### src/hdl/asgd_mul.sv
// Shared 33x33 unsigned multiplier with registered product.
// Depends on nothing beyond its ports.
module asgd_mul (
  input  logic        clk,
  input  logic [32:0] a,
  input  logic [32:0] b,
  output logic [65:0] p_r
);

  logic [65:0] p_nxt;

  assign p_nxt = a * b;

  always_ff @(posedge clk) begin
    p_r <= p_nxt;
  end

endmodule

### config.mk
export PLATFORM = sky130hd
export DESIGN_NAME = asgd_mul
export DESIGN_NICKNAME = d
export VERILOG_FILES = /design/src/hdl/asgd_mul.sv
export SDC_FILE = /design/constraint.sdc
export NUM_CORES = 2
export LEC_CHECK = 0
export BUFFER_PORTS_ARGS = -buffer_cell sky130_fd_sc_hd__buf_2
export CAP_MARGIN = 15
export CORE_MARGIN = 10
export CORE_UTILIZATION = 60
export DETAILED_ROUTE_END_ITERATION = 16
export GPL_TIMING_DRIVEN = 0
export PLACE_DENSITY = 0.78
export SYNTH_ARGS = -nofsm -noshare
export SYNTH_HDL_FRONTEND = slang
export SYNTH_SLANG_ARGS = --single-unit
export TNS_END_PERCENT = 50
### constraint.sdc
create_clock -name clk -period 24.4 [get_ports clk]
set_clock_uncertainty 0.15 [all_clocks]
set_input_delay 2.44 -clock clk [delete_from_list [all_inputs] [get_ports clk]]
set_output_delay 2.44 -clock clk [all_outputs]
set_load 0.03 [all_outputs]
; ---- Word level (Yosys, flattened, before mapping)
; Index checks and enable logic that the tools add are counted.
[word_totals]
reg_bits = 66
in_bits = 67
output_inout_bits = 66
elab_cells = 2
[classes]
multipliers = 1
[ops]
columns = operator, n
row1 = 33-bit by 33-bit multiplier with 66-bit output, 1

; ---- Longest topological paths before layout
[logic_depth]
depth_word = 1
depth_mapped = 30
ltp_nobuf = 28

; ---- Least setup slack after synthesis
; OpenSTA, ideal clock, no wires.
[synth_path]
path_kind = in2reg
start = input port a[26]
end = register p_r[64]
setup_ps = 72
arrival_ps = 9303
slack_ps = 14876
path_stages = 28
n_path_buf = 2
path_cell_list = clkbuf_1 > and2_1 > fa_1 > inv_1 > fa_1 > inv_1 > fa_1 > inv_1 > fa_1 > inv_1 > fa_1 > fa_1 > fa_1 > inv_1 > fa_1 > inv_1 > ha_1 > buf_2 > nand4_1 > or2_0 > or3_1 > o32a_1 > a21oi_2 > a21oi_2 > o41ai_2 > o221ai_2 > o21ai_2 > xor2_1
[synth_between]
elab_chain_cells = 1
[synth_rtl]
columns = element, line
row1 = start: declaration, 5  ; input logic [32:0] a,
row2 = 33-bit by 33-bit multiplier with 66-bit output, 12  ; assign p_nxt = a * b;
row3 = named net p_nxt[64], 10  ; logic [65:0] p_nxt;
row4 = end signal: assignment, 15  ; p_r <= p_nxt;
row5 = end: declaration, 7  ; output logic [65:0] p_r
; The timed path passes the listed nets, and every way through them passes these cells.

; ---- Worst setup path after layout
[layout_path]
start = input port a[13]
end = register p_r[63]
; The elaborated chain is that of the path after synthesis.

==> run_results.csv <==
group,metric,value,unit
run_status,status,"completed",
grt,grt_use_total,0.377,
cells_and_area,nFillCells,5171,
cells_and_area,layout_commonest_cell,"inv_1",
cells_and_area,ff_latch_area,0.00132,mm²
sta,rsz0062_at_grt,"false",
synth,ys_ff_latch,66,
floorplan,die_area,0.0716,mm²
synth,syn_inst,4077,
cells_and_area,final_area,0.0388,mm²
placed_design,dpl_cell_area,0.0384,mm²
synth,yosysSeqAreaShare,0.0359,
sta,final_hold_viol_count,0,
detailed_routing,firstDrtPassIters,5,
sta,drv_slew,0,
setup_path,crit_type,"input pin to flip-flop",
flow_run,maxCapViolCount,0,
sta,min_period,11.01,ns
synth,synth.avg_cell_area,9.02,µm²
setup_path,end_kind,"flip-flop",
detailed_routing,wl_per_cell,26.2,µm
synth,synth_top_family_by_area,"adder cells",
cells_and_area,largest_reg_flops,66,
clock_tree,post_cts_resize_count,0,
synth,yosys.area_share.adder,0.612,
grt,antenna_found_initial,23,
sta,slew-limit-headroom,0.205,
cells_and_area,drive_gt1_frac,0.0405,
sta,tns,0,ns
detailed_routing,ant_nets,0,
setup_path,critical_path_arrival,11.08,ns
cells_and_area,reg.largest.list,"p_r x66",
grt,grt_pass1_vias,30800,
clock_tree,cts.path.max_buffers,2,
detailed_routing,drt-total-wl,131000,µm
synth,async_reset_ff_frac,0,
synth,synth_top_area_frac,0.522,
detailed_routing,drc_errors,0,
synth,synth_area,0.0368,mm²
synth,yosys.cell_types.count,58,
grt,grt_max_degree,13,
synth,synth_warnings,0,
floorplan,start_util,0.608,
placed_design,port-buffer-count,132,
cells_and_area,syn_to_final_growth,5.45,%
cells_and_area,final_cell_mix,"1,048 x inv_1, 958 x fa_1, 574 x and2_1, 569 x nand2_1, 265 x ha_1",
detailed_routing,via_per_inst,5.83,
grt,grt_pass1_wl,192000,µm
synth,synth-xor-area-share,0.0150,
detailed_routing,drtIter0Drc,2736,
clock_tree,cts_sinks,66,
floorplan,die_y,268,µm
sta,clock.fmax,90.8,MHz
clock_tree,clk_pin_slew,0.06,ns
synth,synthFlopType,"dfxtp_1",
floorplan,die_w,268,µm
setup_path,critPathRequiredTime,24.46,ns
cells_and_area,top_register,"p_r",
floorplan,io_pins,133,
clock_tree,cts-buffers-inserted,9,
clock_tree,cts_tree,"built",
detailed_routing,vias,29300,
grt,gr-total-overflow,0,
clock_tree,root_buffer,"clkbuf_16",
synth,synth-edff-count,0,
clock_tree,ctsHoldBuffers,0,
sta,tightest_slew,1.19,ns
cells_and_area,fin_nets,5510,
synth,yosys-top-cells-area,"fa_1 52%, inv_1 11%, and2_1 9.8%",
sta,period_share,0.451,
floorplan,rows,90,
setup_path,cp-start-kind,"input pin",
floorplan,coreArea,0.0605,mm²
clock_tree,cts_max_level,3,
synth,synth_compound_area_frac,0.0356,
synth,syn_nets,5367,
placed_design,place.gp.congestion,1.03,
cells_and_area,multi_input_area,0.0306,mm²
sta,finalSetupViolations,0,
min_path,hp-class,"input pin to flip-flop",
min_path,holdPathStages,2,
synth,synth-simple-area-share,0.171,
synth,synth_largest_area_cell,"fa_1",
placed_design,dp.final_hpwl,109000,µm
clock_tree,cts_setup_buffers,0,
setup_path,cp_max_fo,10,
synth,synthMuxAreaShare,0,
[worst max-delay path: stages]
cell	delay, ns
buf_2	0.22
clkbuf_1	0.71
and2_1	0.26
fa_1	0.51
fa_1	0.52
fa_1	0.51
inv_1	0.05
fa_1	0.48
inv_1	0.05
fa_1	0.49
fa_1	0.52
fa_1	0.57
inv_1	0.07
fa_1	0.56
inv_1	0.06
ha_1	0.27
clkbuf_1	0.26
nand4_1	0.20
or4_1	0.52
a31oi_1	0.38
o21ai_1	0.22
a21oi_1	0.47
a211oi_1	0.16
a21oi_1	0.26
a21o_1	0.19
a41oi_1	0.11
[cells in the mapped netlist (4+ instances only)]
cell	instances
inv_1	1048
nor2_1	29
o31ai_1	5
a31oi_1	6
a21oi_1	80
o21ai_1	10
o21bai_1	14
clkbuf_1	212
nor3_1	10
nand3_1	13
fa_1	958
dfxtp_1	66
ha_1	265
o21ai_0	27
and2_1	574
xor2_1	23
a21o_1	27
nor2b_1	11
xnor2_1	40
a211oi_1	4
nand2_1	569
nand4_1	19
buf_2	4
and3_1	8
[layout make-up]
type | count | area share
Antenna cell | 14 | 0.000904
Buffer | 224 | 0.0228
Clock buffer | 10 | 0.00616
Clock inverter | 6 | 0.00232
Inverter | 1048 | 0.101
Multi-Input combinational cell | 2739 | 0.790
Sequential cell | 66 | 0.0341
Tap cell | 782 | 0.0252
Timing Repair Buffer | 132 | 0.0170
[through the flow]
stage,utilization,worst slack [ns],cells,hold slack (ns)
global route,0.641,13.08,5009,2.30
CTS,0.641,13.52,5007,2.24
detailed placement,0.635,13.15,4991,2.61
finish,0.641,13.39,5021,2.27
floorplan,-,14.88,4077,2.42
global placement,0.635,13.22,4991,2.61
[worst paths after layout]
path | startpoint | endpoint | slack, ns
hold / removal | b[0] | p_r[0] | 2.27
setup / recovery | a[13] | p_r[63] | 13.39
[per-layer routing]
| layer | share of wire | track usage | up-vias | wire, µm |
|---|---|---|---|---|
| met5 | 0.00051 | 0 | - | 67 |
| met4 | 0.10 | 0.302 | 8 | 13200 |
| met3 | 0.11 | 0.0891 | 539 | 14600 |
| met2 | 0.45 | 0.584 | 1902 | 58500 |
| met1 | 0.34 | 0.447 | 14900 | 44900 |
| li1 | - | - | 12000 | - |
[cell families (layout without fill, tap and decap cells)]
logic type / Yosys count / count (layout)
buffers and inverters: 1272 / 1420
and+or+nand+nor: 1245 / 1245
adders and majority gates: 1223 / 1223
AOI/OAI and AO/OA: 208 / 208
DFF: 66 / 66
xor gates and xnor gates: 63 / 63
other: 0 / 14
Power is not shown: default switching activity piles up to over one toggle a cycle in this logic, so the estimate is an artifact.
