### src/hdl/asgd_pkg.sv
// Shared types and constants for the Adam/SGD parameter update block.
// Used by asgd_mem, asgd_div and adam_sgd_parameter_update.
package asgd_pkg;

  localparam int PARAM_COUNT = 65536;
  localparam int MEM_AW      = $clog2(PARAM_COUNT);
  localparam int ACC_W       = 84;
  localparam int DIV_NW      = 80;
  localparam int DIV_RW      = 34;
  localparam int ITER_W      = 7;

  localparam logic [32:0] ONE32 = 33'h1_0000_0000;
  localparam logic [47:0] V_MAX = 48'hFFFF_FFFF_FFFF;

  localparam logic [31:0] LR_RESET  = 32'd42949673;
  localparam logic [31:0] B1_RESET  = 32'd3865470566;
  localparam logic [31:0] B2_RESET  = 32'd4290672329;
  localparam logic [30:0] EPS_RESET = 31'd1;

  localparam logic [2:0] REG_MODE  = 3'd0;
  localparam logic [2:0] REG_LR    = 3'd1;
  localparam logic [2:0] REG_B1    = 3'd2;
  localparam logic [2:0] REG_B2    = 3'd3;
  localparam logic [2:0] REG_EPS   = 3'd4;
  localparam logic [2:0] REG_STEPS = 3'd5;

  localparam logic [ITER_W-1:0] IT_GRAD = 7'd40;
  localparam logic [ITER_W-1:0] IT_MH   = 7'd64;
  localparam logic [ITER_W-1:0] IT_VH   = 7'd80;
  localparam logic [ITER_W-1:0] IT_ROOT = 7'd28;
  localparam logic [ITER_W-1:0] IT_STEP = 7'd64;

  typedef enum logic [26:0] {
    ST_IDLE      = 27'h0000001,
    ST_G_LAUNCH  = 27'h0000002,
    ST_G_WAIT    = 27'h0000004,
    ST_SGD_MUL   = 27'h0000008,
    ST_SGD_TAKE  = 27'h0000010,
    ST_BP1       = 27'h0000020,
    ST_BP2       = 27'h0000040,
    ST_MA        = 27'h0000080,
    ST_MB        = 27'h0000100,
    ST_SQ        = 27'h0000200,
    ST_VA        = 27'h0000400,
    ST_VB        = 27'h0000800,
    ST_VC        = 27'h0001000,
    ST_VD        = 27'h0002000,
    ST_VE        = 27'h0004000,
    ST_WB        = 27'h0008000,
    ST_MH_LAUNCH = 27'h0010000,
    ST_MH_WAIT   = 27'h0020000,
    ST_VH_LAUNCH = 27'h0040000,
    ST_VH_WAIT   = 27'h0080000,
    ST_RT_LAUNCH = 27'h0100000,
    ST_RT_WAIT   = 27'h0200000,
    ST_LR_MUL    = 27'h0400000,
    ST_LR_TAKE   = 27'h0800000,
    ST_SD_LAUNCH = 27'h1000000,
    ST_SD_WAIT   = 27'h2000000,
    ST_FINISH    = 27'h4000000
  } state_t;

  typedef enum logic [3:0] {
    TG_NONE, TG_BP1, TG_BP2, TG_MA, TG_MB, TG_SQ,
    TG_VA, TG_VB, TG_VC, TG_VD, TG_SGD, TG_LRM
  } tag_t;

  typedef struct packed {
    logic              start;
    logic              sqrt_mode;
    logic [ITER_W-1:0] iters;
    logic [DIV_NW-1:0] num;
    logic [32:0]       den;
  } div_req_t;

  typedef struct packed {
    logic              en;
    logic [MEM_AW-1:0] addr;
    logic [31:0]       m;
    logic [47:0]       v;
  } mem_wr_t;

endpackage

### src/hdl/asgd_div.sv
// Shared restoring divider and square root unit, one quotient or root bit per cycle.
// Depends on asgd_pkg.
module asgd_div (
  input  logic                        clk,
  input  logic                        rst_n,
  input  asgd_pkg::div_req_t          req,
  output logic                        busy,
  output logic                        done,
  output logic [asgd_pkg::DIV_NW-1:0] quo
);
  import asgd_pkg::*;

  logic [DIV_NW-1:0] num_r, num_nxt;
  logic [DIV_NW-1:0] quo_r, quo_nxt;
  logic [DIV_RW-1:0] rem_r, rem_nxt;
  logic [32:0]       den_r;
  logic              sqrt_r;
  logic [ITER_W-1:0] cnt_r;
  logic              busy_r;
  logic              done_r;
  logic [DIV_RW:0]   cand;
  logic [DIV_RW:0]   sub;
  logic              ge;

  always_comb begin
    if (sqrt_r) begin
      cand    = {rem_r[DIV_RW-2:0], num_r[DIV_NW-1 -: 2]};
      sub     = {1'b0, quo_r[31:0], 2'b01};
      num_nxt = {num_r[DIV_NW-3:0], 2'b00};
    end else begin
      cand    = {rem_r, num_r[DIV_NW-1]};
      sub     = {2'b00, den_r};
      num_nxt = {num_r[DIV_NW-2:0], 1'b0};
    end
    ge      = cand >= sub;
    rem_nxt = ge ? DIV_RW'(cand - sub) : DIV_RW'(cand);
    quo_nxt = {quo_r[DIV_NW-2:0], ge};
  end

  always_ff @(posedge clk) begin
    if (!rst_n) begin
      busy_r <= 1'b0;
      done_r <= 1'b0;
      cnt_r  <= '0;
    end else begin
      done_r <= 1'b0;
      if (req.start) begin
        busy_r <= 1'b1;
        cnt_r  <= req.iters;
      end else if (busy_r) begin
        cnt_r <= cnt_r - 1'b1;
        if (cnt_r == ITER_W'(1)) begin
          busy_r <= 1'b0;
          done_r <= 1'b1;
        end
      end
    end
  end

  always_ff @(posedge clk) begin
    if (req.start) begin
      num_r  <= req.num;
      den_r  <= req.den;
      sqrt_r <= req.sqrt_mode;
      quo_r  <= '0;
      rem_r  <= '0;
    end else if (busy_r) begin
      num_r <= num_nxt;
      quo_r <= quo_nxt;
      rem_r <= rem_nxt;
    end
  end

  assign busy = busy_r;
  assign done = done_r;
  assign quo  = quo_r;

endmodule
### config.mk
export PLATFORM = sky130hd
export DESIGN_NAME = asgd_div
export DESIGN_NICKNAME = d
export VERILOG_FILES = /design/src/hdl/asgd_pkg.sv /design/src/hdl/asgd_div.sv
export SDC_FILE = /design/constraint.sdc
export NUM_CORES = 1
export LEC_CHECK = 0
export BUFFER_PORTS_ARGS = -buffer_cell sky130_fd_sc_hd__buf_2
export CAP_MARGIN = 40
export CELL_PAD_IN_SITES_DETAIL_PLACEMENT = 2
export CELL_PAD_IN_SITES_GLOBAL_PLACEMENT = 2
export CORE_MARGIN = 5
export CORE_UTILIZATION = 36
export CTS_CLUSTER_SIZE = 28
export DETAILED_ROUTE_END_ITERATION = 7
export MAX_ROUTING_LAYER = met4
export PLACE_DENSITY = 0.79
export SYNTH_ARGS = -nofsm -noshare
export SYNTH_HDL_FRONTEND = slang
export SYNTH_SLANG_ARGS = --single-unit
### constraint.sdc
create_clock -name clk -period 5.28 [get_ports clk]
set_input_delay 0.528 -clock clk [delete_from_list [all_inputs] [get_ports clk]]
set_output_delay 0.528 -clock clk [all_outputs]
set_load 0.02 [all_outputs]
[After elaboration in Yosys (flattened, before gate mapping)]
Index checks and enable logic that the tools add are counted.
Cells by class
  bitwise operators: 2
  add/sub/neg operators: 2
  multiplexer cells: 12
  magnitude comparators: 1
  eq/ne operators: 1
  reductions and logical operators: 2
Operators with widths (count)
  80-bit two-way mux: 3
  34-bit two-way mux: 2
  35-bit by 34-bit greater-or-equal comparator with 1-bit output: 1
  35-bit two-way mux: 1
  34-bit subtractor: 1
  7-bit two-way mux: 2
  7-bit by 1-bit == test with 1-bit output (second input constant): 1
  7-bit by 1-bit subtractor with 7-bit output (second input constant): 1
  1-bit two-way mux: 4
  3-bit OR reduction: 1
  1-bit NOT: 2
  2-bit nonzero test: 1
Word-level totals
  bits of input ports: 124
  register bits: 237
  output and inout bits: 82

[Logic depth before layout (Yosys ltp)]
  word-level depth: 4
  gate-level depth with buffers: 17

[Worst setup path after synthesis]
No wires, ideal clock.
  path type: register -> register
  from: register sqrt_r
  to: register rem_r[16]
  setup time: 88 ps
  slack: 1246 ps
  required time: 5192 ps
  arrival: 3946 ps
  buffers on the path: 6
  cell stages (with the launch flop): 18
  path through: edfxtp_1 > buf_1 > clkbuf_1 > buf_1 > mux2i_1 > ha_1 > buf_2 > a21oi_2 > o211ai_1 > a31o_2 > and3_4 > a31o_2 > a31oi_4 > a21o_4 > buf_6 > buf_8 > nand2_1 > a311oi_2
Between the ends
  cells in the longest elaborated chain, start to end: 3
  elaborated cells between the ends (all ways): 5
  classes of those cells: add/sub: 1; order compare: 1; mux: 3
RTL lines
  start: declaration: line asgd_div.sv:17  | logic sqrt_r;
  start signal: assignment: line asgd_div.sv:64  | sqrt_r <= req.sqrt_mode;
  35-bit two-way mux or 34-bit two-way mux (tied branches): line asgd_div.sv:26  | if (sqrt_r) begin
  34-bit subtractor or 35-bit by 34-bit greater-or-equal comparator with 1-bit output (tied branches): line asgd_div.sv:36, asgd_div.sv:35
  34-bit two-way mux *: line asgd_div.sv:36  | rem_nxt = ge ? DIV_RW'(cand - sub) : DIV_RW'(cand);
  end signal: assignment: line asgd_div.sv:70  | rem_r <= rem_nxt;
  end: declaration: line asgd_div.sv:15  | logic [DIV_RW-1:0] rem_r, rem_nxt;
Every way passes the cells marked *; elsewhere a longest branch is shown, timed or not.
A chain may end at the register's enable or synchronous reset.

[Worst setup path after layout]
  from: register sqrt_r
  to: register rem_r[22]
Same word-level chain as after synthesis.

==> flow_summary.toml <==
[status]
outcome = "finished clean"

[route]
via_per_inst = 5.25
firstDrtPassIters = 4
drcViolationCount = 0
vias = 9728
ant_nets = 0
drt-total-wl_um = 36900
drt_iter0_markers = 281
wire_per_inst_um = 19.9

[setup_path]
cp_max_fo = 29
r2r_end = "rem_r[22]"
r2r_cells = 13
r2r_slack_ps = 1270
crit_family = "compound AO/OA/AOI/OAI gates"
crit_slowest_cell = "edfxtp_1"
crit_path_start_kind = "flop"
crit_buf_inv = 2
crit_type = "flop to flop"
cp_cell_sequence = "buf_16 > buf_4 > mux2_2 > ha_1 > a21oi_1 > o21ai_0 > a31o_2 > and3_4 > a31o_2 > a31oi_4 > a21o_4 > a21oi_1 > a211oi_1"
cp_slowest_stage_delay_ps = 450
cp_data_arrival_time_ps = 4470
reg2reg_from = "sqrt_r"
crit_required_ps = 5740
cp-end-kind = "flop"

[placed_design]
place_hpwl_um = 26100
port_buffers = 205
place_congestion = 0.869

[synthesis]
synth_cell_types = 57
yosysWarnings = 0
synth_fp_nets = 1362
synthFlopType = "dfxtp_1"
yosys.area.top_type = "edfxtp_1"
avgSynthCellArea_um2 = 10.2
async_flop_share = 0
synthTopCellsByArea = "edfxtp_1 (28%), dfxtp_1 (20%), mux2i_1 (16%)"
synth_cells = 1201
syn_area_um2 = 12300
synth_edf_count = 114
synth_top_area_frac = 0.279
ys_seq_area_frac = 0.480
synth-seq-cells = 237

[worst_hold_path]
worstHoldStart = "req[3]"
hold_class = "primary input to flop"
hold_end = "den_r[3]"
holdPathStages = 1

[clocking]
cts.sinks = 237
cts_root_buf = "clkbuf_16"
cts_resized = 0
cts_setup_buffers = 0
clk_pin_slew_worst_paths_ps = 60
cts_tree = "yes"
ctsHoldBuffers = 0
cts_made_buffers = 28
cts_max_level = 1
clockBufferDepth = 3
clock_latency_ps = 560

[sta]
grt_setup_unrepaired = "no"
hold_slack_ps = 146
fmax_mhz = 249
setup_viol = 0
period_share = 0.759
worst_pin_slew_ps = 820
tns_ps = 0
slew_headroom = 0.453
clock_skew_ps = 18.0
hold_viol = 0
final.min_clock_period_ps = 4010
finalMaxSlewViolations = 0

[floorplan]
initial_utilization = 0.365
die_y_um = 195
pin_count = 206
core-area_um2 = 33600
fp.dieW_um = 195
dieArea_um2 = 37900
rows = 67

[final_layout]
fin_nets = 1543
fin_util = 0.439
area_growth_pct = 20.2
drive_gt1_frac = 0.228

[grt]
grt_pass1_wl_um = 59500
grt_pass1_vias = 10700
antenna_found_initial = 2
grt.overflow.total = 0
grt_max_degree = 106
grt_usage = 0.194

[run]
maxCapViolCount = 0

[power]
power.density_nw_per_um2 = 383
peakVddDrop_mv = 0.268
p_leak_nw = 6.37
[routing by layer]
| metal | track usage | vias to the layer above | routed length (µm) |
|---|---|---|---|
| li1 | - | 4687 | - |
| met1 | 0.251 | 4777 | 16900 |
| met2 | 0.325 | 214 | 17700 |
| met3 | 0.0263 | 50 | 1490 |
| met4 | 0.0469 | 0 | 852 |
| met5 | - | - | 0 |
[cell usage after synthesis (3+ instances only)]
master	n
mux2i_1	195
nand2_1	152
nor2_1	144
dfxtp_1	123
edfxtp_1	114
o21ai_0	106
a21oi_1	41
ha_1	36
clkbuf_1	33
mux2_2	32
buf_1	26
xor2_1	17
a21o_1	16
xnor2_1	16
a311oi_1	11
buf_2	11
inv_1	11
a211oi_1	10
nand3_1	9
nor2b_1	8
a311oi_2	7
nand4_1	6
a31o_2	5
a32oi_1	5
and2_1	5
nand2b_1	5
nor4_1	5
o21a_1	5
nor3_1	4
a21oi_2	3
o211ai_1	3
o21bai_1	3
o31ai_1	3
[layout make-up]
| cell class | count | area [µm²] |
|---|---|---|
| Antenna cell | 2 | 5.00 |
| Clock buffer | 36 | 772 |
| Clock inverter | 16 | 161 |
| Fill cell | 3590 | 18900 |
| Inverter | 12 | 46.3 |
| Multi-Input combinational cell | 880 | 6030 |
| Sequential cell | 237 | 5890 |
| Tap cell | 448 | 561 |
| Timing Repair Buffer | 223 | 1280 |
[sequential cells by signal (all words and copies together) (netlist names)]
signal / cells
cnt_r: 7
quo: 80
done: 1
num_r: 80
rem_r: 34
sqrt_r: 1
den_r: 33
busy: 1
[cells by family (layout without fill, tap and decap cells)]
logic type,after synthesis,in the layout,share of synthesized area
adders and majority gates,37,37,0.0383
other,0,2,0
and+or+nand+nor,352,352,0.120
DFF,237,237,0.480
xor gates and xnor gates,33,33,0.0236
AOI/OAI and AO/OA,231,231,0.122
buffers and inverters,84,287,0.0284
muxes,227,227,0.188
[placed cells by master, fill, tap and decap left out, drive strengths merged, types with 6 or more instances in the layout]
master / n
buf: 223
mux2i: 195
nand2: 152
nor2: 144
dfxtp: 123
edfxtp: 114
o21ai: 106
a21oi: 44
ha: 36
clkbuf: 36
mux2: 32
a21o: 18
a311oi: 18
xor2: 17
xnor2: 16
clkinv: 13
inv: 10
a211oi: 10
nand3: 9
nor2b: 8
nand4: 6
[through the flow]
step | std cells | worst slack (ps) | total power [mW] | area, µm²
after floorplan | 1201 | 1250 | 3.28 | 12300
after global placement | 1794 | 939 | 3.62 | 13700
after detailed placement | 1800 | 1270 | 3.70 | 13800
after CTS | 1852 | 1260 | 5.72 | 14700
after global routing | 1854 | 1020 | 5.96 | 14700
final | 1854 | 1270 | 5.64 | 14700
[worst max-delay path by stage]
stage                start   endpoint  slack (ps)  cells after the start
floorplan           sqrt_r  rem_r[16]        1250                     17
global placement    sqrt_r   rem_r[1]         940                     13
detailed placement  sqrt_r  rem_r[33]        1270                     14
CTS                 sqrt_r  rem_r[22]        1260                     14
global route        sqrt_r  rem_r[22]        1020                     13
finish              sqrt_r  rem_r[22]        1270                     13
[report_power, final]
group          total [mW]  internal, mW  switching, mW
combinational        1.49         0.585          0.906
sequential           2.18          2.09         0.0895
clock                1.97          1.18          0.797
Note: power is estimated with default switching activity, not from simulation.
